==> config.mk <==
export PLATFORM = sky130hd
export DESIGN_NAME = dlv_parse
export DESIGN_NICKNAME = d
export VERILOG_FILES = /design/src/dlv_pkg.sv /design/src/dlv_parse.sv
export SDC_FILE = /design/constraint.sdc
export NUM_CORES = 1
export LEC_CHECK = 0
export BUFFER_PORTS_ARGS = -buffer_cell sky130_fd_sc_hd__buf_2
export CORE_ASPECT_RATIO = 1.25
export CORE_MARGIN = 2
export CORE_UTILIZATION = 40
export DETAILED_ROUTE_END_ITERATION = 16
export PLACE_DENSITY = 0.65
export SYNTH_ARGS = -nofsm -noshare
export SYNTH_HDL_FRONTEND = slang
export SYNTH_SLANG_ARGS = --single-unit
==> constraint.sdc <==
create_clock -name clk -period 5.2 [get_ports clk]
set_clock_uncertainty 0.05 [all_clocks]
set_input_delay 0.26 -clock clk [delete_from_list [all_inputs] [get_ports clk]]
set_output_delay 0.26 -clock clk [all_outputs]
set_load 0.1 [all_outputs]
==> src/dlv_pkg.sv <==
`timescale 1ns / 1ps

package dlv_pkg;

  localparam int MAX_ARGS    = 512;
  localparam int CNT_W       = $clog2(MAX_ARGS + 1);
  localparam int VALUE_W     = 32;
  localparam int ARG_COUNT_W = 10;
  localparam int KIND_W      = 2;
  localparam int CH_W        = 8;
  localparam int PROD_W      = VALUE_W + 4;

  localparam logic [KIND_W-1:0] KIND_CHAR     = 2'd0;
  localparam logic [KIND_W-1:0] KIND_ARG_END  = 2'd1;
  localparam logic [KIND_W-1:0] KIND_LIST_END = 2'd2;

  localparam logic [1:0] POS_EMPTY  = 2'd0;
  localparam logic [1:0] POS_SIGN   = 2'd1;
  localparam logic [1:0] POS_DIGITS = 2'd2;

  localparam logic [CH_W-1:0] CH_ZERO  = 8'h30;
  localparam logic [CH_W-1:0] CH_NINE  = 8'h39;
  localparam logic [CH_W-1:0] CH_MINUS = 8'h2D;
  localparam logic [CH_W-1:0] CH_PLUS  = 8'h2B;

  localparam logic [PROD_W-1:0] POS_LIMIT = 36'h0_7FFF_FFFF;
  localparam logic [PROD_W-1:0] NEG_LIMIT = 36'h0_8000_0000;

  typedef enum logic {
    ST_IDLE,
    ST_SEARCH
  } state_t;

  typedef struct packed {
    logic               empty;
    logic               neg;
    logic [VALUE_W-1:0] mag;
    logic               rexc;
    logic               ferr;
  } arg_t;

  typedef struct packed {
    logic               valid;
    logic               live;
    logic               dup;
    logic [CNT_W-1:0]   rem;
    logic [VALUE_W-1:0] value;
  } tok_t;

  typedef struct packed {
    logic                   is_list_end;
    logic [VALUE_W-1:0]     value;
    logic                   bad_format;
    logic                   out_of_range;
    logic                   duplicate;
    logic                   list_error;
    logic [ARG_COUNT_W-1:0] arg_count;
  } res_t;

endpackage

==> src/dlv_parse.sv <==
`timescale 1ns / 1ps

module dlv_parse (
  input  logic                     clk,
  input  logic                     rst_n,
  input  logic                     take_i,
  input  logic                     clear_i,
  input  logic [dlv_pkg::CH_W-1:0] ch_i,
  output dlv_pkg::arg_t            arg_o
);
  import dlv_pkg::*;

  logic [1:0]         pos_r, pos_nxt;
  logic               neg_r, neg_nxt;
  logic [VALUE_W-1:0] mag_r, mag_nxt;
  logic               rexc_r, rexc_nxt;
  logic               ferr_r, ferr_nxt;
  logic               is_digit;
  logic [3:0]         digit;
  logic [PROD_W-1:0]  prod;
  logic [PROD_W-1:0]  limit;

  always_comb begin
    is_digit = ch_i inside {[CH_ZERO:CH_NINE]};
    digit    = 4'(ch_i - CH_ZERO);
    prod     = {1'b0, mag_r, 3'b000} + {3'b000, mag_r, 1'b0} + PROD_W'(digit);
    limit    = neg_r ? NEG_LIMIT : POS_LIMIT;
    pos_nxt  = pos_r;
    neg_nxt  = neg_r;
    mag_nxt  = mag_r;
    rexc_nxt = rexc_r;
    ferr_nxt = ferr_r;
    if (clear_i) begin
      pos_nxt  = POS_EMPTY;
      neg_nxt  = 1'b0;
      mag_nxt  = '0;
      rexc_nxt = 1'b0;
      ferr_nxt = 1'b0;
    end else if (take_i) begin
      if (is_digit) begin
        pos_nxt = POS_DIGITS;
        if (!rexc_r) begin
          if (prod > limit) begin
            rexc_nxt = 1'b1;
          end else begin
            mag_nxt = prod[VALUE_W-1:0];
          end
        end
      end else if (pos_r == POS_EMPTY && (ch_i == CH_MINUS || ch_i == CH_PLUS)) begin
        neg_nxt = (ch_i == CH_MINUS);
        pos_nxt = POS_SIGN;
      end else begin
        ferr_nxt = 1'b1;
        if (pos_r == POS_EMPTY) begin
          pos_nxt = POS_DIGITS;
        end
      end
    end
  end

  always_ff @(posedge clk) begin
    if (!rst_n) begin
      pos_r  <= POS_EMPTY;
      neg_r  <= 1'b0;
      mag_r  <= '0;
      rexc_r <= 1'b0;
      ferr_r <= 1'b0;
    end else begin
      pos_r  <= pos_nxt;
      neg_r  <= neg_nxt;
      mag_r  <= mag_nxt;
      rexc_r <= rexc_nxt;
      ferr_r <= ferr_nxt;
    end
  end

  assign arg_o.empty = (pos_r == POS_EMPTY);
  assign arg_o.neg   = neg_r;
  assign arg_o.mag   = mag_r;
  assign arg_o.rexc  = rexc_r;
  assign arg_o.ferr  = ferr_r;

endmodule

==> results.ini, run 1 <==
[die]
die_y_um = 126
core_region_area_um2 = 11600
boundaryPins = 48
dieArea_um2 = 12700
rows = 44
initial_core_util_pct = 40.8
die_x_um = 101

[finish]
area_growth_pct = 17.6
diodes = 0
nets = 770
fill_cells = 1153
drive_above_1_share_pct = 19.0
layout.cells.non_filler = 823
final_util_pct = 48.0

[setup_path]
worst_path_max_delay_cell = fa_1
crit_arrival_ns = 5.17
max_stage_delay_ns = 0.53
required_ns = 5.32
path_class = flip-flop to flip-flop
crit_path_end_kind = flip-flop
endpoint = mag_r[31]
rr_endpoint = mag_r[31]
cp_cell_sequence = fa_1 > fa_2 > a21oi_2 > o211ai_1 > a31oi_1 > a31oi_1 > a31oi_1 > mux2i_1 > and2_1 > ha_1 > and3_1 > nand4_1 > nor3_2 > buf_4 > buf_4 > a211oi_1 > o21ai_2 > o2111a_2 > buf_4 > a41oi_1 > nor2_1
cp-start-kind = flip-flop
regToRegSetupSlack_ns = 0.15
rr_startpoint = mag_r[0]
r2r_cells = 21
crit_path_start = mag_r[0]
path_max_fanout = 12

[sta]
setup_viol = 0
timing.fmax_ghz = 0.198
holdWs_ns = 0.169
slew_headroom_pct = 30.4
fin_crit_sh_pct = 97.1
tightest_slew_ns = 1.04
hold_viol = 0
layout_min_cycle_time_ns = 5.05
slew_violations = 0

[route]
wire_per_inst_um = 17.5
drt-total-wl_um = 14400
dr.pass1.iters = 5
via_per_inst = 6.01
drc = 0
ant_nets = 0
vias = 4945
drt-initial-drc-count = 234

[grt]
grt_max_degree = 38
grt_pass1_vias = 4929
antenna_found_initial = 0
grt_overflow = 0
grt_usage_pct = 22.7
grt_pass1_wl_um = 23800

[yosys]
yosys.area.top_type_share_pct = 25.1
ys_ff_latch = 37
ys_top_cells_by_area = ha_1, dfxtp_1, a21oi_1
ys_seq_area_share_pct = 15.6
async_reset_ff_share_pct = 0
synth-main-ff-cell = dfxtp_1
yosysMostFrequentCell = ha_1
netlist_instances = 605
synth_common_cells = ha_1, a21oi_1, o21ai_0
syn_area_per_cell_um2 = 7.83
synth_cell_type_count = 68
synth_edf_count = 0
ys_warn_count = 0
syn-num-nets = 714
synth_area_um2 = 4740
synth_top_area_cell = ha_1

[place]
portBuffers = 47
gp_congestion = 0.913
place_inst = 814
hpwl_um = 11100

[clocking]
cts_hold_buf = 0
h-tree-depth = 2
clk-insertion-delay-late_ns = 0.29
clkSlewWorstSetupHoldPaths_ns = 0.07
cts_max_path_buffers = 2
cts_buffers = 5
cts.sinks = 37
root_buffer = clkbuf_16
cts_tree = built

[power]
peakVddDrop_uv = 132
leakage_nw = 2.76
power_density_nw_per_um2 = 118

[run_status]
outcome = completed

[worst_hold_path]
min_path_type = input port to flip-flop
min_from = take_i

[job]
timing.max_cap.violations = 0

## logic make-up after synthesis
group | Yosys count | synth area share, %
adder cells (fa/ha/maj) | 97 | 25.9
buffers and inverters | 41 | 3.83
flip-flops | 37 | 15.6
multiplexers | 3 | 0.634
AO/OA/AOI/OAI | 219 | 29.4
AND/OR/NAND/NOR | 193 | 21.9
XOR/XNOR | 15 | 2.77
## per-stage QoR
step / power (mW) / setup slack [ns] / TNS [ns] / cell area [µm²]
CTS: 0.664 / 0.0782 / 0 / 5470
global placement: 0.323 / -0.0594 / -0.593 / 5310
global route: 0.675 / -0.0844 / -0.732 / 5580
detailed placement: 0.324 / -0.0460 / -0.172 / 5310
finish: 0.660 / 0.151 / 0 / 5580
floorplan: 0.313 / 0.0220 / 0 / 4740
## cells in the final DEF (no fill, tap or decap), types with 3 or more instances in the layout
cell,instances
dfxtp_1,34
nand4_1,20
clkbuf_16,5
dfxtp_2,3
nand3_1,36
o21a_1,8
xor2_1,4
xnor2_1,11
buf_2,47
and2_1,10
a31oi_1,7
ha_1,95
buf_4,32
o21ai_0,58
a21oi_2,4
a21oi_1,75
inv_1,10
or3_1,6
mux2i_1,3
nand2_1,31
and4_1,5
or2_2,4
or4_1,4
nor2_1,30
a211oi_1,7
o211ai_1,5
and3_1,11
a21o_1,15
nor3_1,11
nor3_2,4
## worst min path at each step
stage                          end  cells after the start
after floorplan           mag_r[0]                      2
final                       ferr_r                      3
after global routing        ferr_r                      3
after detailed placement    ferr_r                      2
after global placement      ferr_r                      2
after CTS                   ferr_r                      3
## registers in the layout, summed over array words and instances (netlist names)
name,count
mag_r,32
pos_r,2
neg_r,1
rexc_r,1
ferr_r,1
## report_power, final
part           internal, mW  switching, mW  total (mW)  leakage [nW]
logic                0.0106         0.0232      0.0338          2.38
registers             0.284       0.000511       0.285         0.300
clock network         0.204          0.138       0.341        0.0799
## per-layer routing
layer / wire length, µm / vias to the layer above / global-route usage (%)
met3: 491 / 31 / 2.39
met2: 7350 / 115 / 41.5
met4: 367 / 0 / 7.23
met1: 6170 / 2357 / 27.3
li1: - / 2442 / -
met5: 0 / - / 0
## critical path, delay by kind of cell (launching register included)
family	cells	cell delay, ns
DFF	1	0.34
adders and majority gates	3	1.18
and+or+nand+nor	5	0.70
muxes	1	0.27
buffers and inverters	3	0.46
AOI/OAI and AO/OA	9	1.92
## final cells by class
type	count	area, µm²	share of cell area (%)
Timing Repair Buffer	80	495	8.89
Tap cell	161	201	3.61
Clock inverter	1	5.00	0.0898
Multi-Input combinational cell	527	3940	70.6
Sequential cell	37	744	13.4
Inverter	10	37.5	0.673
Clock buffer	7	153	2.74
## timing repair
item	4_1_cts	5_1_grt
endpoints found under the hold margin	0	0
setup buffers	0	1
resized for setup	1	23
endpoints found under the setup margin	3	33
pin swaps	0	10
(Power assumes the default switching activity.)
==> inputs of run 2 (changes only) <==
PLACE_DENSITY = 0.62   (was 0.65)
==> results.ini, run 2 (synthesized netlist as in run 1, its figures left out) <==
[route]
routed.top_layer = met4
dr_wl_met2_um = 7550  ; +2.7%
drt-initial-drc-count = 170  ; -27%
wire_per_inst_um = 17.5  ; about the same
vias = 4931  ; -0.28%
dr.pass1.iters = 4  ; -1
drt-total-wl_um = 14500  ; +0.85%
drc = 0  ; unchanged
via_per_inst = 5.94  ; -1.1%
ant_nets = 0  ; unchanged
wl_met1_um = 6170  ; about the same
wl_met3_um = 390  ; -21%

[grt]
antenna_found_initial = 0  ; unchanged
grt_pass1_vias = 4902  ; -0.55%
grt_overflow = 0  ; unchanged
grt_pass1_wl_um = 23800  ; +0.18%
grt_usage_pct = 23.0  ; +0.29 points
grt_max_degree = 38  ; unchanged

[clocking]
cts_tree = built
clk-insertion-delay-late_ns = 0.29  ; about the same
cts_max_path_buffers = 2  ; unchanged
clkSlewWorstSetupHoldPaths_ns = 0.07  ; about the same
root_buffer = clkbuf_16
h-tree-depth = 2  ; unchanged
cts.sinks = 37  ; unchanged
cts_buffers = 5  ; unchanged

[place]
gp_congestion = 0.979  ; +7.3%
placed_area_um2 = 5350  ; +0.75%
dp_slack_ns = -0.295  ; -0.249 ns
portBuffers = 47  ; unchanged
hpwl_um = 11500  ; +3.4%
place_inst = 821  ; +0.86%

[finish]
fill_cells = 1174  ; +1.8%
largest_reg_flops = 32  ; unchanged
area_growth_pct = 19.7
seq_area_um2 = 744  ; unchanged
layout_common_cells = ha_1, a21oi_1, o21ai_0
top_regs = mag_r: 32 flops, pos_r: 2 flops
largest_register = mag_r
nets = 777  ; +0.91%
final_util_pct = 48.8  ; +0.84 points
diodes = 0  ; unchanged
final_common_cell = ha_1
final_area_um2 = 5670  ; +1.8%
drive_above_1_share_pct = 20.5  ; +1.4 points
multi_input_area_um2 = 3960  ; +0.57%
layout.cells.non_filler = 830  ; +0.85%

[power]
peakVddDrop_uv = 107  ; -19%
p_int_mw = 0.534  ; +7.2%
power_mw = 0.696  ; +5.4%
power_density_nw_per_um2 = 123  ; +3.6%
p_switching_mw = 0.161  ; about the same
clockPowerShare_pct = 54.3  ; +2.6 points
swShare_pct = 23.2  ; -1.3 points
seqPwrFrac_pct = 40.9  ; -2.2 points
p_comb_share_pct = 4.7  ; -0.4 points
leakage_nw = 2.85  ; +3.1%

[sta]
timing.fmax_ghz = 0.202  ; +1.9%
fin_crit_sh_pct = 95.3  ; -1.8 points
setup_viol = 0  ; unchanged
fin_tns_setup_ns = 0  ; unchanged
slew_violations = 0  ; unchanged
hold_viol = 0  ; unchanged
slew_headroom_pct = 49.9  ; +20 points
layout_min_cycle_time_ns = 4.96  ; -0.0935 ns
setup_slack_ns = 0.245  ; +0.0935 ns
tightest_slew_ns = 0.751  ; -0.292 ns
holdWs_ns = 0.179  ; +0.00984 ns

[worst_hold_path]
hold_path_depth = 3  ; unchanged
min_path_type = input port to flip-flop

[run_status]
outcome = completed

[setup_path]
crit_path_end_kind = flip-flop
path_class = flip-flop to flip-flop
crit_arrival_ns = 5.12  ; -0.05 ns
required_ns = 5.37  ; +0.05 ns
r2r_cells = 18  ; -14%
cp-start-kind = flip-flop
path_max_fanout = 6  ; -6

[die]
die_y_um = 126  ; unchanged
core_region_area_um2 = 11600  ; unchanged
initial_core_util_pct = 40.8  ; unchanged
rows = 44  ; unchanged
boundaryPins = 48  ; unchanged
die_x_um = 101  ; unchanged
dieArea_um2 = 12700  ; unchanged

[job]
timing.max_cap.violations = 0  ; unchanged

[run 2: worst paths after layout]
check             startpoint        end  slack (ns)
setup / recovery    mag_r[0]  mag_r[21]        0.24
hold reg to reg       ferr_r     ferr_r        0.44
setup reg to reg    mag_r[0]  mag_r[21]        0.24
hold / removal        take_i     ferr_r        0.18
[run 2: repair_timing]
action,in CTS,in global routing
setup buffers,0,1
gates resized for setup,4,30
pin swaps,1,11
endpoints found under the setup margin,31,33
gates cloned,0,0
hold buffers,0,0
hold endpoints to repair,0,0
[run 2: cell type report]
cell class	count	area share [%]
Tap cell	161	3.55
Timing Repair Buffer	87	9.73
Inverter	10	0.662
Clock buffer	6	2.45
Sequential cell	37	13.1
Multi-Input combinational cell	527	69.8
Clock inverter	2	0.662
[run 2: metal layers]
metal  global-route usage (%)  vias to the layer above
met3                     2.66                       30
met1                     27.7                     2342
met4                     8.74                        0
met2                     41.1                       89
met5                        0                        -
li1                         -                     2470
[run 2: critical path, cell delays in order (launching register included)]
cell	delay [ns]
dfxtp_2	0.35
fa_2	0.47
fa_2	0.41
a21oi_2	0.19
o211ai_1	0.15
a32o_2	0.30
nor4b_4	0.24
nor3_2	0.12
or3_2	0.47
and2_1	0.17
ha_1	0.17
a21o_1	0.15
a21o_1	0.17
a21oi_1	0.19
a21oi_1	0.08
a211oi_2	0.28
o2111ai_4	0.23
or4_4	0.52
a21oi_1	0.15
[run 2: power groups by stage]
stage / clock network, mW / logic, mW / registers, mW
3_5_place_dp: 0 / 0.0326 / 0.291
4_1_cts: 0.385 / 0.0326 / 0.285
3_3_place_gp: 0 / 0.0319 / 0.291
5_1_grt: 0.397 / 0.0364 / 0.285
6_report: 0.378 / 0.0329 / 0.285
2_1_floorplan: 0 / 0.0209 / 0.292
==> inputs of run 3 (changes only) <==
--- a/config.mk
+++ b/config.mk
@@ -13,2 +13,4 @@
 export PLACE_DENSITY = 0.62
+export REMOVE_ABC_BUFFERS = 1
+export SKIP_CTS_REPAIR_TIMING = 1
 export SYNTH_ARGS = -nofsm -noshare
==> constraint.sdc (replaced) <==
create_clock -name clk -period 5.2 [get_ports clk]
set_clock_uncertainty 0.05 [all_clocks]
set_input_delay 0.78 -clock clk [delete_from_list [all_inputs] [get_ports clk]]
set_output_delay 0.78 -clock clk [all_outputs]
set_load 0.1 [all_outputs]
==> results.ini, run 3 (synthesized netlist as in run 1, its figures left out) <==
[place]
gp_congestion = 0.955  ; -2.5%
hpwl_um = 11100  ; -2.8%
placed_area_um2 = 5470  ; +2.3%
dp_slack_ns = -0.528  ; -0.233 ns
portBuffers = 47  ; unchanged

[clocking]
h-tree-depth = 2  ; unchanged
cts_buffers = 5  ; unchanged
cts.sinks = 37  ; unchanged
clkSlewWorstSetupHoldPaths_ns = 0.06  ; about the same
cts_tree = built
cts_max_path_buffers = 2  ; unchanged
clk-insertion-delay-late_ns = 0.29  ; about the same
root_buffer = clkbuf_16

[route]
dr.pass1.iters = 4  ; unchanged
drt-initial-drc-count = 223  ; +31%
wire_per_inst_um = 16.9  ; -3.1%
drt-total-wl_um = 14400  ; -0.74%
ant_nets = 0  ; unchanged
vias = 5065  ; +2.7%
via_per_inst = 5.96  ; +0.30%
drc = 0  ; unchanged

[finish]
final_common_cell = ha_1
final_util_pct = 50.5  ; +1.6 points
fill_cells = 1135  ; -3.3%
nets = 798  ; +2.7%
final_area_um2 = 5860  ; +3.4%
area_growth_pct = 23.7
layout_common_cells = ha_1, a21oi_1, buf_4
diodes = 0  ; unchanged
largest_reg_flops = 32  ; unchanged
drive_above_1_share_pct = 23.8  ; +3.3 points
top_regs = mag_r: 32 flops, pos_r: 2 flops
largest_register = mag_r

[sta]
timing.fmax_ghz = 0.194  ; -3.8%
fin_crit_sh_pct = 99.0  ; +3.7 points
slew_headroom_pct = 41.0  ; -8.9 points
tightest_slew_ns = 0.876  ; +0.125 ns
hold_viol = 0  ; unchanged
slew_violations = 0  ; unchanged
setup_slack_ns = 0.0500  ; -0.195 ns
fin_tns_setup_ns = 0  ; unchanged
layout_min_cycle_time_ns = 5.15  ; +0.195 ns
setup_viol = 0  ; unchanged

[die]
boundaryPins = 48  ; unchanged
core_region_area_um2 = 11600  ; unchanged
rows = 44  ; unchanged
dieArea_um2 = 12700  ; unchanged
initial_core_util_pct = 40.8  ; unchanged
die_x_um = 101  ; unchanged
die_y_um = 126  ; unchanged

[setup_path]
crit_path_end_kind = flip-flop
crit_arrival_ns = 5.33  ; +0.21 ns
crit_path_start = ch_i[2]
required_ns = 5.38  ; about the same
path_max_fanout = 6  ; unchanged
cp-start-kind = input port
rr_startpoint = mag_r[16]
path_class = input port to flip-flop

[worst_hold_path]
min_path_type = flip-flop to flip-flop
min_from = ferr_r

[grt]
antenna_found_initial = 0  ; unchanged
grt_pass1_wl_um = 22800  ; -4.2%
grt_max_degree = 38  ; unchanged
grt_usage_pct = 22.1  ; -0.90 points
grt_pass1_vias = 4832  ; -1.4%
grt_overflow = 0  ; unchanged

[power]
clockPowerShare_pct = 52.5  ; -1.8 points
power_density_nw_per_um2 = 115  ; -6.0%
p_int_mw = 0.520  ; -2.7%
peakVddDrop_uv = 102  ; -5.0%
p_switching_mw = 0.156  ; -3.2%
swShare_pct = 23.1  ; -0.090 points
seqPwrFrac_pct = 42.1  ; +1.2 points
leakage_nw = 2.92  ; +2.5%
p_comb_share_pct = 5.4  ; +0.7 points

[run_status]
outcome = completed

[job]
timing.max_cap.violations = 0  ; unchanged

==> run 3: changes by cell type in the layout (fill, tap and decap cells not counted), moves of 2 or more <==
cell and delta:
buf_4 +23, o21ai_0 -4, a21oi_1 -3, dfxtp_1 +3, dfxtp_2 -3, ha_1 -3
o21ai_1 +3, a21oi_2 +2, a31oi_1 -2, a31oi_2 +2, ha_4 +2, nor4b_2 +2
==> run 3: power groups by stage <==
stage / registers [mW] / logic [mW] / clock network [mW]
5_1_grt: 0.285 / 0.0396 / 0.368
3_3_place_gp: 0.291 / 0.0343 / 0
6_report: 0.285 / 0.0364 / 0.355
3_5_place_dp: 0.291 / 0.0350 / 0
4_1_cts: 0.285 / 0.0350 / 0.359
2_1_floorplan: 0.295 / 0.0161 / 0
==> run 3: layer usage <==
metal  global-route usage [%]  routed length, µm
met4                     8.74                403
met5                        0                  0
met3                     3.66                526
met1                     25.8               6060
met2                     39.5               7400
==> run 3: final timing paths <==
kind               endpoint  slack, ns  cells past startpoint
setup / recovery  mag_r[27]       0.05                     20
setup reg to reg  mag_r[27]       0.27                     18
hold reg to reg      ferr_r       0.42                      2
hold / removal       ferr_r       0.42                      2
==> run 3: layout make-up <==
type | instances | area, µm² | area share (%)
Clock inverter | 2 | 35.0 | 0.598
Multi-Input combinational cell | 527 | 4030 | 68.7
Timing Repair Buffer | 108 | 693 | 11.8
Inverter | 10 | 37.5 | 0.640
Tap cell | 161 | 201 | 3.44
Clock buffer | 5 | 125 | 2.13
Sequential cell | 37 | 741 | 12.6
==> run 3: worst max-delay path, stage by stage <==
cell and delay (ns):
buf_2 0.11, ha_1 0.29, ha_2 0.19, fa_2 0.42, a21oi_4 0.18, o211ai_1 0.13
a32o_2 0.31, nor4b_2 0.25, nor3_2 0.08, or3_2 0.46, and2_4 0.17, ha_1 0.17
a21o_1 0.16, a21o_1 0.19, a21oi_2 0.16, a21oi_1 0.08, a211oi_2 0.29, o2111ai_4 0.23
or4_4 0.58, a21oi_2 0.12
==> run 3: metrics by stage <==
stage	power [mW]	hold slack, ns	std cells
final	0.676	0.420	850
after global routing	0.692	0.485	850
after CTS	0.679	0.428	845
after detailed placement	0.326	0.412	838
after global placement	0.325	0.398	838
after floorplan	0.311	0.426	574
