==> src/dlv_pkg.sv <==
`timescale 1ns / 1ps

package dlv_pkg;

  localparam int MAX_ARGS    = 512;
  localparam int CNT_W       = $clog2(MAX_ARGS + 1);
  localparam int VALUE_W     = 32;
  localparam int ARG_COUNT_W = 10;
  localparam int KIND_W      = 2;
  localparam int CH_W        = 8;
  localparam int PROD_W      = VALUE_W + 4;

  localparam logic [KIND_W-1:0] KIND_CHAR     = 2'd0;
  localparam logic [KIND_W-1:0] KIND_ARG_END  = 2'd1;
  localparam logic [KIND_W-1:0] KIND_LIST_END = 2'd2;

  localparam logic [1:0] POS_EMPTY  = 2'd0;
  localparam logic [1:0] POS_SIGN   = 2'd1;
  localparam logic [1:0] POS_DIGITS = 2'd2;

  localparam logic [CH_W-1:0] CH_ZERO  = 8'h30;
  localparam logic [CH_W-1:0] CH_NINE  = 8'h39;
  localparam logic [CH_W-1:0] CH_MINUS = 8'h2D;
  localparam logic [CH_W-1:0] CH_PLUS  = 8'h2B;

  localparam logic [PROD_W-1:0] POS_LIMIT = 36'h0_7FFF_FFFF;
  localparam logic [PROD_W-1:0] NEG_LIMIT = 36'h0_8000_0000;

  typedef enum logic {
    ST_IDLE,
    ST_SEARCH
  } state_t;

  typedef struct packed {
    logic               empty;
    logic               neg;
    logic [VALUE_W-1:0] mag;
    logic               rexc;
    logic               ferr;
  } arg_t;

  typedef struct packed {
    logic               valid;
    logic               live;
    logic               dup;
    logic [CNT_W-1:0]   rem;
    logic [VALUE_W-1:0] value;
  } tok_t;

  typedef struct packed {
    logic                   is_list_end;
    logic [VALUE_W-1:0]     value;
    logic                   bad_format;
    logic                   out_of_range;
    logic                   duplicate;
    logic                   list_error;
    logic [ARG_COUNT_W-1:0] arg_count;
  } res_t;

endpackage

==> src/dlv_cell.sv <==
`timescale 1ns / 1ps

module dlv_cell (
  input  logic           clk,
  input  logic           rst_n,
  input  dlv_pkg::tok_t  tok_i,
  output dlv_pkg::tok_t  tok_o
);
  import dlv_pkg::*;

  logic [VALUE_W-1:0] stored_r;
  tok_t               tok_r, tok_nxt;
  logic               searching;
  logic               at_tail;
  logic               hit;

  always_comb begin
    searching = tok_i.valid && tok_i.live;
    at_tail   = searching && (tok_i.rem == '0);
    hit       = searching && (tok_i.rem != '0) && (stored_r == tok_i.value);
    tok_nxt   = tok_i;
    if (at_tail) begin
      tok_nxt.live = 1'b0;
    end else if (hit) begin
      tok_nxt.live = 1'b0;
      tok_nxt.dup  = 1'b1;
    end else if (searching) begin
      tok_nxt.rem = tok_i.rem - 1'b1;
    end
  end

  always_ff @(posedge clk) begin
    if (at_tail) begin
      stored_r <= tok_i.value;
    end
  end

  always_ff @(posedge clk) begin
    if (!rst_n) begin
      tok_r <= '0;
    end else begin
      tok_r <= tok_nxt;
    end
  end

  assign tok_o = tok_r;

endmodule

==> config.mk <==
export PLATFORM = sky130hd
export DESIGN_NAME = dlv_cell
export DESIGN_NICKNAME = d
export VERILOG_FILES = /design/src/dlv_pkg.sv /design/src/dlv_cell.sv
export SDC_FILE = /design/constraint.sdc
export NUM_CORES = 1
export LEC_CHECK = 0
export BUFFER_PORTS_ARGS = -buffer_cell sky130_fd_sc_hd__buf_2
export CORE_MARGIN = 1
export CORE_UTILIZATION = 53
export DETAILED_ROUTE_END_ITERATION = 8
export PLACE_DENSITY = 0.82
export SLEW_MARGIN = 20
export SYNTH_ARGS = -nofsm -noshare
export SYNTH_HDL_FRONTEND = slang
export SYNTH_SLANG_ARGS = --single-unit
==> constraint.sdc <==
create_clock -name clk -period 5.75 [get_ports clk]
set_clock_uncertainty 0.1 [all_clocks]
set_input_delay 0.575 -clock clk [delete_from_list [all_inputs] [get_ports clk]]
set_output_delay 0.575 -clock clk [all_outputs]
set_load 0.005 [all_outputs]
==> results of run 1 <==
==> flip-flops by register name (all words and copies together), names as in the netlist <==
| name | cells |
|---|---|
| stored_r | 32 |
| tok_o | 45 |
==> layout by cell type (no fill, tap or decap), types with 5 or more instances in the layout <==
| master | netlist | final |
|---|---|---|
| sky130_fd_sc_hd__nand3_1 | 5 | 5 |
| sky130_fd_sc_hd__or3_1 | 5 | 5 |
| sky130_fd_sc_hd__xor2_1 | 32 | 32 |
| sky130_fd_sc_hd__and2_1 | 33 | 33 |
| sky130_fd_sc_hd__edfxtp_1 | 32 | 32 |
| sky130_fd_sc_hd__nand2_1 | 8 | 8 |
| sky130_fd_sc_hd__clkbuf_8 | 0 | 11 |
| sky130_fd_sc_hd__buf_2 | 1 | 91 |
| sky130_fd_sc_hd__dfxtp_1 | 45 | 45 |
| sky130_fd_sc_hd__o21ai_0 | 6 | 6 |
| sky130_fd_sc_hd__nor4_1 | 9 | 9 |
==> routing by layer <==
layer  track usage  vias to the layer above  wire [µm]  part of all wire
met5             0                        -          0                 0
met2        0.2983                       54       2333              0.47
met3       0.05489                        9        240             0.048
met4        0.1132                        0        114             0.023
li1              -                      954          -                 -
met1        0.2408                      877       2261              0.46
==> power breakdown <==
part / internal [µW] / switching [µW] / leakage (µW)
Sequential: 585 / 3.66 / 0.000663
Clock: 207 / 190 / 0.0000997
Combinational: 39.3 / 38.7 / 0.000751
==> cells in the mapped netlist (2+ instances only) <==
cell	instances	area, µm²
sky130_fd_sc_hd__dfxtp_1	45	900.9
sky130_fd_sc_hd__nand3b_1	2	15.01
sky130_fd_sc_hd__inv_1	2	7.510
sky130_fd_sc_hd__o21ai_0	6	30.03
sky130_fd_sc_hd__nor3_1	4	20.02
sky130_fd_sc_hd__mux2i_1	3	30.03
sky130_fd_sc_hd__nand3_1	5	25.02
sky130_fd_sc_hd__ha_1	2	25.02
sky130_fd_sc_hd__nor4_1	9	56.30
sky130_fd_sc_hd__a21boi_1	3	22.52
sky130_fd_sc_hd__or3_1	5	31.28
sky130_fd_sc_hd__xor2_1	32	280.3
sky130_fd_sc_hd__clkbuf_1	5	18.77
sky130_fd_sc_hd__edfxtp_1	32	960.9
sky130_fd_sc_hd__and2_1	33	206.5
sky130_fd_sc_hd__nor2_1	3	11.26
sky130_fd_sc_hd__nor4_2	2	25.02
sky130_fd_sc_hd__nand2b_1	3	18.77
sky130_fd_sc_hd__nand2_1	8	30.03
==> worst reg2reg max path, delay by kind of cell, from the launching register on <==
| kind | cells | cell delay [ns] |
|---|---|---|
| XOR/XNOR | 1 | 0.15 |
| AND/OR/NAND/NOR | 4 | 1.46 |
| flip-flops | 1 | 0.38 |
| multiplexers | 1 | 0.17 |
==> per-stage QoR <==
stage	instances	utilization	hold WS, ns	total power, µW	cell area, µm²
4_1_cts	390	0.6970	0.3215	1073	3560
3_5_place_dp	374	0.6568	0.6883	679.8	3354
6_report	390	0.6970	0.3391	1063	3560
3_3_place_gp	374	0.6568	0.6843	677.1	3354
5_1_grt	390	0.6970	0.3277	1106	3560
2_1_floorplan	219	-	0.5739	633.4	2828
==> path summary, 6_finish.rpt <==
kind	startpoint	end	slack, ns	cells after the start
setup / recovery	tok_i[35]	stored_r[17]	3.22	5
hold / removal	tok_i[42]	tok_o[42]	0.34	2
setup reg to reg	stored_r[14]	tok_o[32]	3.37	6
hold reg to reg	stored_r[8]	tok_o[34]	0.77	5
==> layout make-up <==
class | count | area (µm²) | share of cell area
Clock buffer | 12 | 176.4 | 0.04956
Clock inverter | 4 | 28.78 | 0.008084
Inverter | 2 | 7.507 | 0.002109
Multi-Input combinational cell | 134 | 942.2 | 0.2647
Sequential cell | 77 | 1862 | 0.5230
Tap cell | 70 | 87.58 | 0.02460
Timing Repair Buffer | 91 | 455.4 | 0.1279
==> logic make-up after synthesis <==
| family | share of synthesized area |
|---|---|
| DFF | 0.6584 |
| and+or+nand+nor | 0.1748 |
| AOI/OAI and AO/OA | 0.03407 |
| adders and majority gates | 0.008848 |
| buffers and inverters | 0.01106 |
| xor gates and xnor gates | 0.1022 |
| muxes | 0.01062 |
==> results.py, run 1 <==
metrics = {
    "yosys": {
        "synthesis.yosys.warnings": 0,
        "syn_area_um2": 2828,
        "syn_inst": 219,
        "synth_edf_count": 32,
        "synthArstFlopShare": 0,
        "register_bit_total_from_synthesis": 77,
        "syn-num-nets": 268,
        "synth_sequential_area_ratio": 0.6584,
        "synth_flop_cell": "sky130_fd_sc_hd__dfxtp_1",
        "yosys.cell_types.count": 34,
        "post_synth.cell_area_avg_um2": 12.91,
    },
    "detailed_routing": {
        "routed_wl_um": 4950,
        "drt-pass1-iter-count": 4,
        "route.detailed.vias_per_inst": 4.856,
        "drtIter0Drc": 113,
        "detailroute.via_count": 1894,
        "route.detailed.drc": 0,
        "antenna_violating_nets_remaining": 0,
        "avgRoutedWirePerCell_um": 12.69,
    },
    "sta": {
        "report.final.slew_viol_count": 0,
        "hold_viol": 0,
        "slew_worst_pin_ns": 0.8654,
        "period_needed_ns": 2.528,
        "relSlewSlack": 0.4217,
        "setup_repair_after_global_routing_missed_its_margin": "no",
        "totalNegativeSetupSlack_ns": 0,
        "finalSetupViolCount": 0,
        "clock.fmax_ghz": 0.3955,
        "layout_setup_ws_ns": 3.222,
        "fin_crit_sh": 0.4397,
    },
    "layout": {
        "drive_above_1_share": 0.3438,
        "synthToLayoutAreaGrowth_pct": 25.88,
        "antenna_cells_inserted": 0,
        "fillerInstances": 398,
        "finalNetCount": 364,
    },
    "global_route": {
        "total_routing_usage_reported_by_global_routing": 0.1924,
        "grt_start_max_net_pins": 48,
        "grt_pass1_wl_um": 7721,
        "grt_remaining_overflow": 0,
        "initial_antenna_violation_count": 0,
        "first_global_vias": 1730,
    },
    "floorplan": {
        "die_width_um": 75.05,
        "floorplan.die.height_um": 75.05,
        "boundaryPins": 92,
        "fp-row-count": 26,
        "floorplan.die_area_um2": 5632,
        "core_area_um2": 5107,
        "floorplan.initialDensity": 0.5537,
    },
    "setup_path": {
        "crit_end_element": "register",
        "crit_family": "simple AND/OR/NAND/NOR gates",
        "crit_path_max_fanout": 32,
        "worst-path-buf-inv": 1,
        "critPathRequiredTime_ns": 5.61,
        "critical_path_arrival_ns": 2.39,
        "setup.worst_path.start_class": "primary input",
        "worst-setup-path-type": "primary input to register",
        "critPathSlowestCell": "sky130_fd_sc_hd__nor2_4",
        "crit_chain": "buf_2 -> nor4_2 -> and2b_1 -> nand4b_1 -> nor2_4",
        "timing.critical_path.slowest_cell_delay_ns": 0.78,
    },
    "clock_tree": {
        "worst_setup_hold_path_clk_slew_ns": 0.08,
        "worst_skew_pair.late_latency_ns": 0.34,
        "tritoncts": "yes",
        "cts-root-to-sink-buffers": 2,
        "cts_buffers": 9,
        "post-cts-setup-buffers": 0,
        "clkSinkCount": 77,
        "cts.hold.buffers_added": 0,
        "cts-resized-gates": 0,
        "cts.htree.levels": 3,
        "clk_root_buffer_cell": "sky130_fd_sc_hd__clkbuf_8",
    },
    "outcome": {
        "run_status": "finished clean",
    },
    "power_and_ir_drop": {
        "irDropWorstVdd_uv": 218.5,
        "leakage_uw": 0.001514,
        "pwr_density_cell_nw_per_um2": 298.6,
    },
    "placement": {
        "port_buffers": 91,
        "dp_slack_ns": 2.872,
        "sum_of_net_half_perimeters_after_detailed_placement_um": 3574,
        "place_congestion": 0.8091,
    },
    "flow_run": {
        "cap_viol_max_count": 0,
    },
    "worst_hold_path": {
        "hold_class": "primary input to register",
    },
}
(Power assumes the default switching activity.)
==> inputs of run 2 (changes only) <==
--- a/config.mk
+++ b/config.mk
@@ -5,11 +5,12 @@
 export SDC_FILE = /design/constraint.sdc
 export NUM_CORES = 1
 export LEC_CHECK = 0
+export ABC_AREA = 1
 export BUFFER_PORTS_ARGS = -buffer_cell sky130_fd_sc_hd__buf_2
 export CORE_MARGIN = 1
 export CORE_UTILIZATION = 53
 export DETAILED_ROUTE_END_ITERATION = 8
-export PLACE_DENSITY = 0.82
+export PLACE_DENSITY = 0.78
 export SLEW_MARGIN = 20
 export SYNTH_ARGS = -nofsm -noshare
 export SYNTH_HDL_FRONTEND = slang
==> constraint.sdc (replaced) <==
create_clock -name clk -period 2.6 [get_ports clk]
set_clock_uncertainty 0.1 [all_clocks]
set_input_delay 0.26 -clock clk [delete_from_list [all_inputs] [get_ports clk]]
set_output_delay 0.26 -clock clk [all_outputs]
set_load 0.005 [all_outputs]
==> results.py, run 2 <==
metrics = {
    "outcome": {
        "run_status": "finished clean",
    },
    "sta": {
        "fin_crit_sh": 0.7198,
        "setup_repair_after_global_routing_missed_its_margin": "no",
        "report.final.slew_viol_count": 0,
        "hold_viol": 0,
        "finalSetupViolCount": 0,
        "clock.fmax_ghz": 0.5344,
        "totalNegativeSetupSlack_ns": 0,
        "relSlewSlack": 0.4760,
        "slew_worst_pin_ns": 0.7861,
        "period_needed_ns": 1.871,
    },
    "placement": {
        "place_congestion": 0.9394,
        "sum_of_net_half_perimeters_after_detailed_placement_um": 5643,
        "port_buffers": 91,
    },
    "setup_path": {
        "critical_path_arrival_ns": 2.02,
        "rr_startpoint": "stored_r[8]",
        "crit_family": "simple AND/OR/NAND/NOR gates",
        "r2r-end": "tok_o[32]",
        "crit_end_element": "register",
        "crit_path_max_fanout": 11,
        "timing.critical_path.slowest_cell_delay_ns": 0.44,
        "r2r_setup_slack_ns": 0.73,
        "critPathRequiredTime_ns": 2.75,
        "worst-setup-path-type": "register to register",
        "crit_chain": "xnor2_1 -> nand2_1 -> nor2_1 -> nand2_1 -> nor2_1 -> nand3_2 -> nand2_1 -> nand2_1 -> nand2_1 -> nor2_1",
        "setup.worst_path.start_class": "register",
        "critPathMostFrequentCell": "sky130_fd_sc_hd__nand2_1",
        "worst-path-buf-inv": 0,
        "critPathSlowestCell": "sky130_fd_sc_hd__edfxtp_1",
        "worst-r2r-cell-count": 10,
    },
    "clock_tree": {
        "cts-root-to-sink-buffers": 2,
        "worst_skew_pair.late_latency_ns": 0.35,
        "cts.hold.buffers_added": 0,
        "clk_root_buffer_cell": "sky130_fd_sc_hd__clkbuf_8",
        "cts.htree.levels": 3,
        "clkSinkCount": 77,
        "cts_buffers": 9,
        "tritoncts": "yes",
        "post-cts-setup-buffers": 0,
        "cts-resized-gates": 0,
        "worst_setup_hold_path_clk_slew_ns": 0.08,
    },
    "detailed_routing": {
        "route.detailed.drc": 0,
        "detailroute.via_count": 3294,
        "drtIter0Drc": 159,
        "drt-pass1-iter-count": 4,
        "route.detailed.vias_per_inst": 4.531,
        "routed_wl_um": 7780,
        "avgRoutedWirePerCell_um": 10.70,
        "antenna_violating_nets_remaining": 0,
    },
    "flow_run": {
        "cap_viol_max_count": 0,
    },
    "layout": {
        "layout_commonest_cell": "sky130_fd_sc_hd__nand2_1",
        "top_library_cells_by_usage_in_the_layout_fill_and_taps_aside": "196 x sky130_fd_sc_hd__nand2_1, 121 x sky130_fd_sc_hd__inv_1, 91 x sky130_fd_sc_hd__buf_2",
        "synthToLayoutAreaGrowth_pct": 20.27,
        "drive_above_1_share": 0.1918,
        "final_core_util": 0.6641,
        "largest_register_ffs": 45,
        "antenna_cells_inserted": 0,
        "finalNetCount": 675,
    },
    "yosys": {
        "synthesis.yosys.warnings": 0,
        "synthArstFlopShare": 0,
        "syn_inst": 529,
        "synth_edf_count": 32,
        "post_synth.cell_area_avg_um2": 7.131,
        "synth_top_cells_by_area": "sky130_fd_sc_hd__edfxtp_1 25%, sky130_fd_sc_hd__dfxtp_1 24%, sky130_fd_sc_hd__nand2_1 20%",
        "syn_area_um2": 3772,
        "synth_flop_cell": "sky130_fd_sc_hd__dfxtp_1",
        "register_bit_total_from_synthesis": 77,
        "synth_top_cell_area_share": 0.2547,
        "synth_sequential_area_ratio": 0.4935,
        "ys_top_cells_by_count": "196 x sky130_fd_sc_hd__nand2_1, 121 x sky130_fd_sc_hd__inv_1, 67 x sky130_fd_sc_hd__nor2_1",
        "dominant_cell_by_count_in_the_synthesized_netlist": "sky130_fd_sc_hd__nand2_1",
        "syn-num-nets": 578,
        "yosys.cell_types.count": 26,
        "yosysTopAreaCell": "sky130_fd_sc_hd__edfxtp_1",
    },
    "floorplan": {
        "boundaryPins": 92,
        "floorplan.initialDensity": 0.5522,
        "fp-row-count": 30,
        "die_width_um": 86.37,
        "floorplan.die.height_um": 86.37,
        "core_area_um2": 6832,
        "floorplan.die_area_um2": 7459,
    },
    "global_route": {
        "first_global_vias": 2939,
        "total_routing_usage_reported_by_global_routing": 0.2217,
        "initial_antenna_violation_count": 0,
        "grt_pass1_wl_um": 12770,
        "grt_start_max_net_pins": 42,
        "grt_remaining_overflow": 0,
    },
    "power_and_ir_drop": {
        "pwr_density_cell_nw_per_um2": 555.6,
        "irDropWorstVdd_uv": 350.1,
        "leakage_uw": 0.002674,
    },
    "worst_hold_path": {
        "hold_path_end": "stored_r[9]",
        "hp-start": "tok_i[9]",
        "hold_class": "primary input to register",
        "hold_path_depth": 1,
    },
}
## run 2: final cells by class
type	count	area [µm²]
Clock buffer	11	152.6
Clock inverter	5	57.56
Fill cell	613	2295
Inverter	122	462.9
Multi-Input combinational cell	324	1419
Sequential cell	77	1862
Tap cell	96	120.1
Timing Repair Buffer	92	462.9
## run 2: worst max path at each step
stage,from,cells after the start,endpoint,slack (ns)
5_1_grt,stored_r[7],11,tok_o[32],0.52
4_1_cts,stored_r[8],10,tok_o[32],0.71
2_1_floorplan,tok_i[32],4,stored_r[0],0.16
3_5_place_dp,tok_i[32],13,tok_o[32],0.65
3_3_place_gp,tok_i[32],13,tok_o[33],0.76
6_report,stored_r[8],10,tok_o[32],0.73
## run 2: cells by family after synthesis
family / count (synthesis) / share of synthesized area
XOR/XNOR: 10 / 0.02322
flip-flops: 77 / 0.4935
AND/OR/NAND/NOR: 301 / 0.3287
AO/OA/AOI/OAI: 11 / 0.01459
buffers and inverters: 128 / 0.1333
adder cells (fa/ha/maj): 2 / 0.006632
## run 2: metrics by stage
step           setup slack [ns]  instances  power [µW]  instance area (µm²)  hold slack (ns)
2_1_floorplan            0.1565        529        1465                 3777           0.2535
3_3_place_gp             0.7574        711        1578                 4327           0.3811
3_5_place_dp             0.6526        711        1587                 4327           0.3836
4_1_cts                  0.7098        727        2531                 4537          0.01932
5_1_grt                  0.5229        727        2621                 4537          0.01810
6_report                 0.7286        727        2521                 4537          0.02843
## run 2: routing by layer
metal	vias up	share of wire	global-route usage
li1	1753	-	-
met1	1436	0.46	0.2849
met2	93	0.48	0.3665
met3	12	0.049	0.04286
met4	0	0.015	0.09394
met5	-	0	0
## run 2: worst register-to-register path, stage by stage (launching register included)
cell and delay (ns):
sky130_fd_sc_hd__edfxtp_1 0.44, sky130_fd_sc_hd__xnor2_1 0.23, sky130_fd_sc_hd__nand2_1 0.08, sky130_fd_sc_hd__nor2_1 0.11, sky130_fd_sc_hd__nand2_1 0.05, sky130_fd_sc_hd__nor2_1 0.12, sky130_fd_sc_hd__nand3_2 0.26, sky130_fd_sc_hd__nand2_1 0.21
sky130_fd_sc_hd__nand2_1 0.06, sky130_fd_sc_hd__nand2_1 0.06, sky130_fd_sc_hd__nor2_1 0.04
## run 2: where the power goes
part / internal, µW / switching, µW / leakage (µW)
combinational: 102 / 155 / 0.00191
sequential: 1290 / 7.59 / 0.000663
clock: 503 / 459 / 0.000105
total: 1900 / 621 / 0.00267
==> inputs of run 3 (changes only) <==
==> constraint.sdc (replaced) <==
create_clock -name clk -period 1.9 [get_ports clk]
set_clock_uncertainty 0.1 [all_clocks]
set_input_delay 0.19 -clock clk [delete_from_list [all_inputs] [get_ports clk]]
set_output_delay 0.19 -clock clk [all_outputs]
set_load 0.005 [all_outputs]
==> results.py, run 3 (synthesis gave the netlist of run 2 again) <==
metrics = {
    "placement": {
        "sum_of_net_half_perimeters_after_detailed_placement_um": 5856,
        "place_congestion": 0.9175,
        "dp_slack_ns": 0.1496,
        "port_buffers": 91,
        "placed_cells_incl_taps": 714,
    },
    "floorplan": {
        "boundaryPins": 92,
        "die_width_um": 86.37,
        "core_area_um2": 6832,
        "fp-row-count": 30,
        "floorplan.die.height_um": 86.37,
        "floorplan.die_area_um2": 7459,
        "floorplan.initialDensity": 0.5522,
    },
    "sta": {
        "relSlewSlack": 0.5954,
        "totalNegativeSetupSlack_ns": 0,
        "fin_crit_sh": 0.9662,
        "layout_setup_ws_ns": 0.06427,
        "report.final.slew_viol_count": 0,
        "setup_repair_after_global_routing_missed_its_margin": "yes",
        "period_needed_ns": 1.836,
        "slew_worst_pin_ns": 0.6013,
        "fin_worst_hold_slack_ns": 0.0002316,
        "clock.fmax_ghz": 0.5447,
        "finalSetupViolCount": 0,
        "hold_viol": 0,
    },
    "layout": {
        "drive_above_1_share": 0.1997,
        "finalNetCount": 711,
        "register_area_um2": 1862,
        "finalNonFillerCells": 762,
        "multi_input_comb_area_um2": 1463,
        "antenna_cells_inserted": 0,
        "layout_commonest_cell": "sky130_fd_sc_hd__nand2_1",
        "largest_register_ffs": 45,
        "synthToLayoutAreaGrowth_pct": 31.31,
        "final_core_util": 0.7251,
        "fillerInstances": 551,
        "top_library_cells_by_usage_in_the_layout_fill_and_taps_aside": "196 x sky130_fd_sc_hd__nand2_1, 120 x sky130_fd_sc_hd__inv_1, 91 x sky130_fd_sc_hd__buf_2",
    },
    "clock_tree": {
        "cts-root-to-sink-buffers": 2,
        "worst_setup_hold_path_clk_slew_ns": 0.08,
        "cts_buffers": 9,
        "post-cts-setup-buffers": 0,
        "worst_skew_pair.late_latency_ns": 0.35,
        "clkSinkCount": 77,
        "tritoncts": "yes",
        "cts.htree.levels": 3,
        "clk_root_buffer_cell": "sky130_fd_sc_hd__clkbuf_8",
    },
    "detailed_routing": {
        "drtIter0Drc": 155,
        "route.detailed.drc": 0,
        "antenna_violating_nets_remaining": 0,
        "detailroute.via_count": 3524,
        "avgRoutedWirePerCell_um": 11.05,
        "routed_wl_um": 8418,
        "route.detailed.vias_per_inst": 4.625,
        "drt-pass1-iter-count": 6,
    },
    "global_route": {
        "grt_start_max_net_pins": 23,
        "grt_pass1_wl_um": 13690,
        "total_routing_usage_reported_by_global_routing": 0.2360,
        "initial_antenna_violation_count": 0,
        "grt_remaining_overflow": 0,
        "first_global_vias": 3214,
    },
    "setup_path": {
        "critical_path_arrival_ns": 1.99,
        "worst-r2r-cell-count": 9,
        "worst-setup-path-type": "primary input to register",
        "rr_startpoint": "stored_r[24]",
        "critPathRequiredTime_ns": 2.05,
        "setup.worst_path.start_class": "primary input",
        "r2r-end": "tok_o[37]",
        "crit_end_element": "register",
        "crit_path_max_fanout": 10,
        "r2r_setup_slack_ns": 0.17,
    },
    "outcome": {
        "run_status": "finished clean",
    },
    "power_and_ir_drop": {
        "leakage_uw": 0.002824,
        "p_int_uw": 2725,
        "clock_power_share": 0.381,
        "share_comb_of_total_power": 0.118,
        "netSwitchingPower_uw": 825.8,
        "sequential_group_share_of_total_power": 0.502,
        "pwr_density_cell_nw_per_um2": 716.8,
        "power.switching_fraction": 0.2326,
        "irDropWorstVdd_uv": 602.5,
    },
    "worst_hold_path": {
        "hold_path_depth": 3,
        "hp-start": "tok_i[44]",
        "hold_class": "primary input to register",
        "hold_path_end": "tok_o[44]",
    },
    "flow_run": {
        "cap_viol_max_count": 0,
    },
}
-- run 3: cell count changes in the layout (fill, tap and decap cells not counted), sizes merged --
| cell | previous run | this run |
|---|---|---|
| buf | 92 | 95 |
| bufinv | 1 | 2 |
| clkinv | 2 | 1 |
| clkinvlp | 1 | 2 |
| dlygate4sd3 | 0 | 33 |
| inv | 123 | 121 |
-- run 3: power by group through the flow --
| stage | clock [µW] | combinational, µW | sequential (µW) |
|---|---|---|---|
| after floorplan | 0 | 178 | 1830 |
| after global placement | 0 | 345 | 1820 |
| after detailed placement | 0 | 361 | 1820 |
| after CTS | 1370 | 416 | 1780 |
| after global routing | 1440 | 473 | 1790 |
| final | 1350 | 418 | 1780 |
-- run 3: final cells by class --
type | instances | share of cell area
repair buffers | 128 | 0.1672
multi-input cells | 324 | 0.2953
inverters | 122 | 0.09422
well taps | 96 | 0.02425
flip-flops and latches | 77 | 0.3759
clock inverters | 4 | 0.01465
clock buffers | 11 | 0.02854
-- run 3: per-stage QoR --
step / power (µW) / area (µm²)
finish: 3551 / 4954
global route: 3703 / 4954
CTS: 3570 / 4927
detailed placement: 2180 / 4383
global placement: 2164 / 4383
floorplan: 2008 / 3805
-- run 3: what timing repair did --
action                                 4_1_cts  5_1_grt
gates resized for setup                      0        8
setup endpoints to repair                    0       11
endpoints found under the hold margin       61        0
hold buffers                                33        0
-- run 3: critical path, stage by stage --
cell and delay (ns):
sky130_fd_sc_hd__dlygate4sd3_1 0.54, sky130_fd_sc_hd__buf_2 0.15, sky130_fd_sc_hd__xnor2_1 0.21, sky130_fd_sc_hd__nand2_1 0.08, sky130_fd_sc_hd__nor2_1 0.13, sky130_fd_sc_hd__nand2_1 0.08
sky130_fd_sc_hd__nor2_2 0.11, sky130_fd_sc_hd__nand3_2 0.11, sky130_fd_sc_hd__buf_4 0.20, sky130_fd_sc_hd__a21oi_1 0.14, sky130_fd_sc_hd__nor2_1 0.06
-- run 3: routing by layer --
layer / share of wire / vias to the layer above / track usage
met3: 0.059 / 20 / 0.05714
met1: 0.42 / 1569 / 0.2755
met4: 0.020 / 0 / 0.09545
met5: 0 / - / 0
met2: 0.50 / 113 / 0.4163
li1: - / 1822 / -
-- run 3: worst max-delay path by stage --
| stage | slack (ns) | cells past startpoint | to | startpoint |
|---|---|---|---|---|
| floorplan | 0.02 | 4 | stored_r[0] | tok_i[33] |
| global placement | 0.22 | 12 | tok_o[35] | tok_i[32] |
| detailed placement | 0.15 | 12 | tok_o[36] | tok_i[32] |
| CTS | 0.1 | 11 | tok_o[36] | tok_i[8] |
| global route | -0.05 | 11 | tok_o[35] | tok_i[24] |
| finish | 0.06 | 11 | tok_o[37] | tok_i[24] |
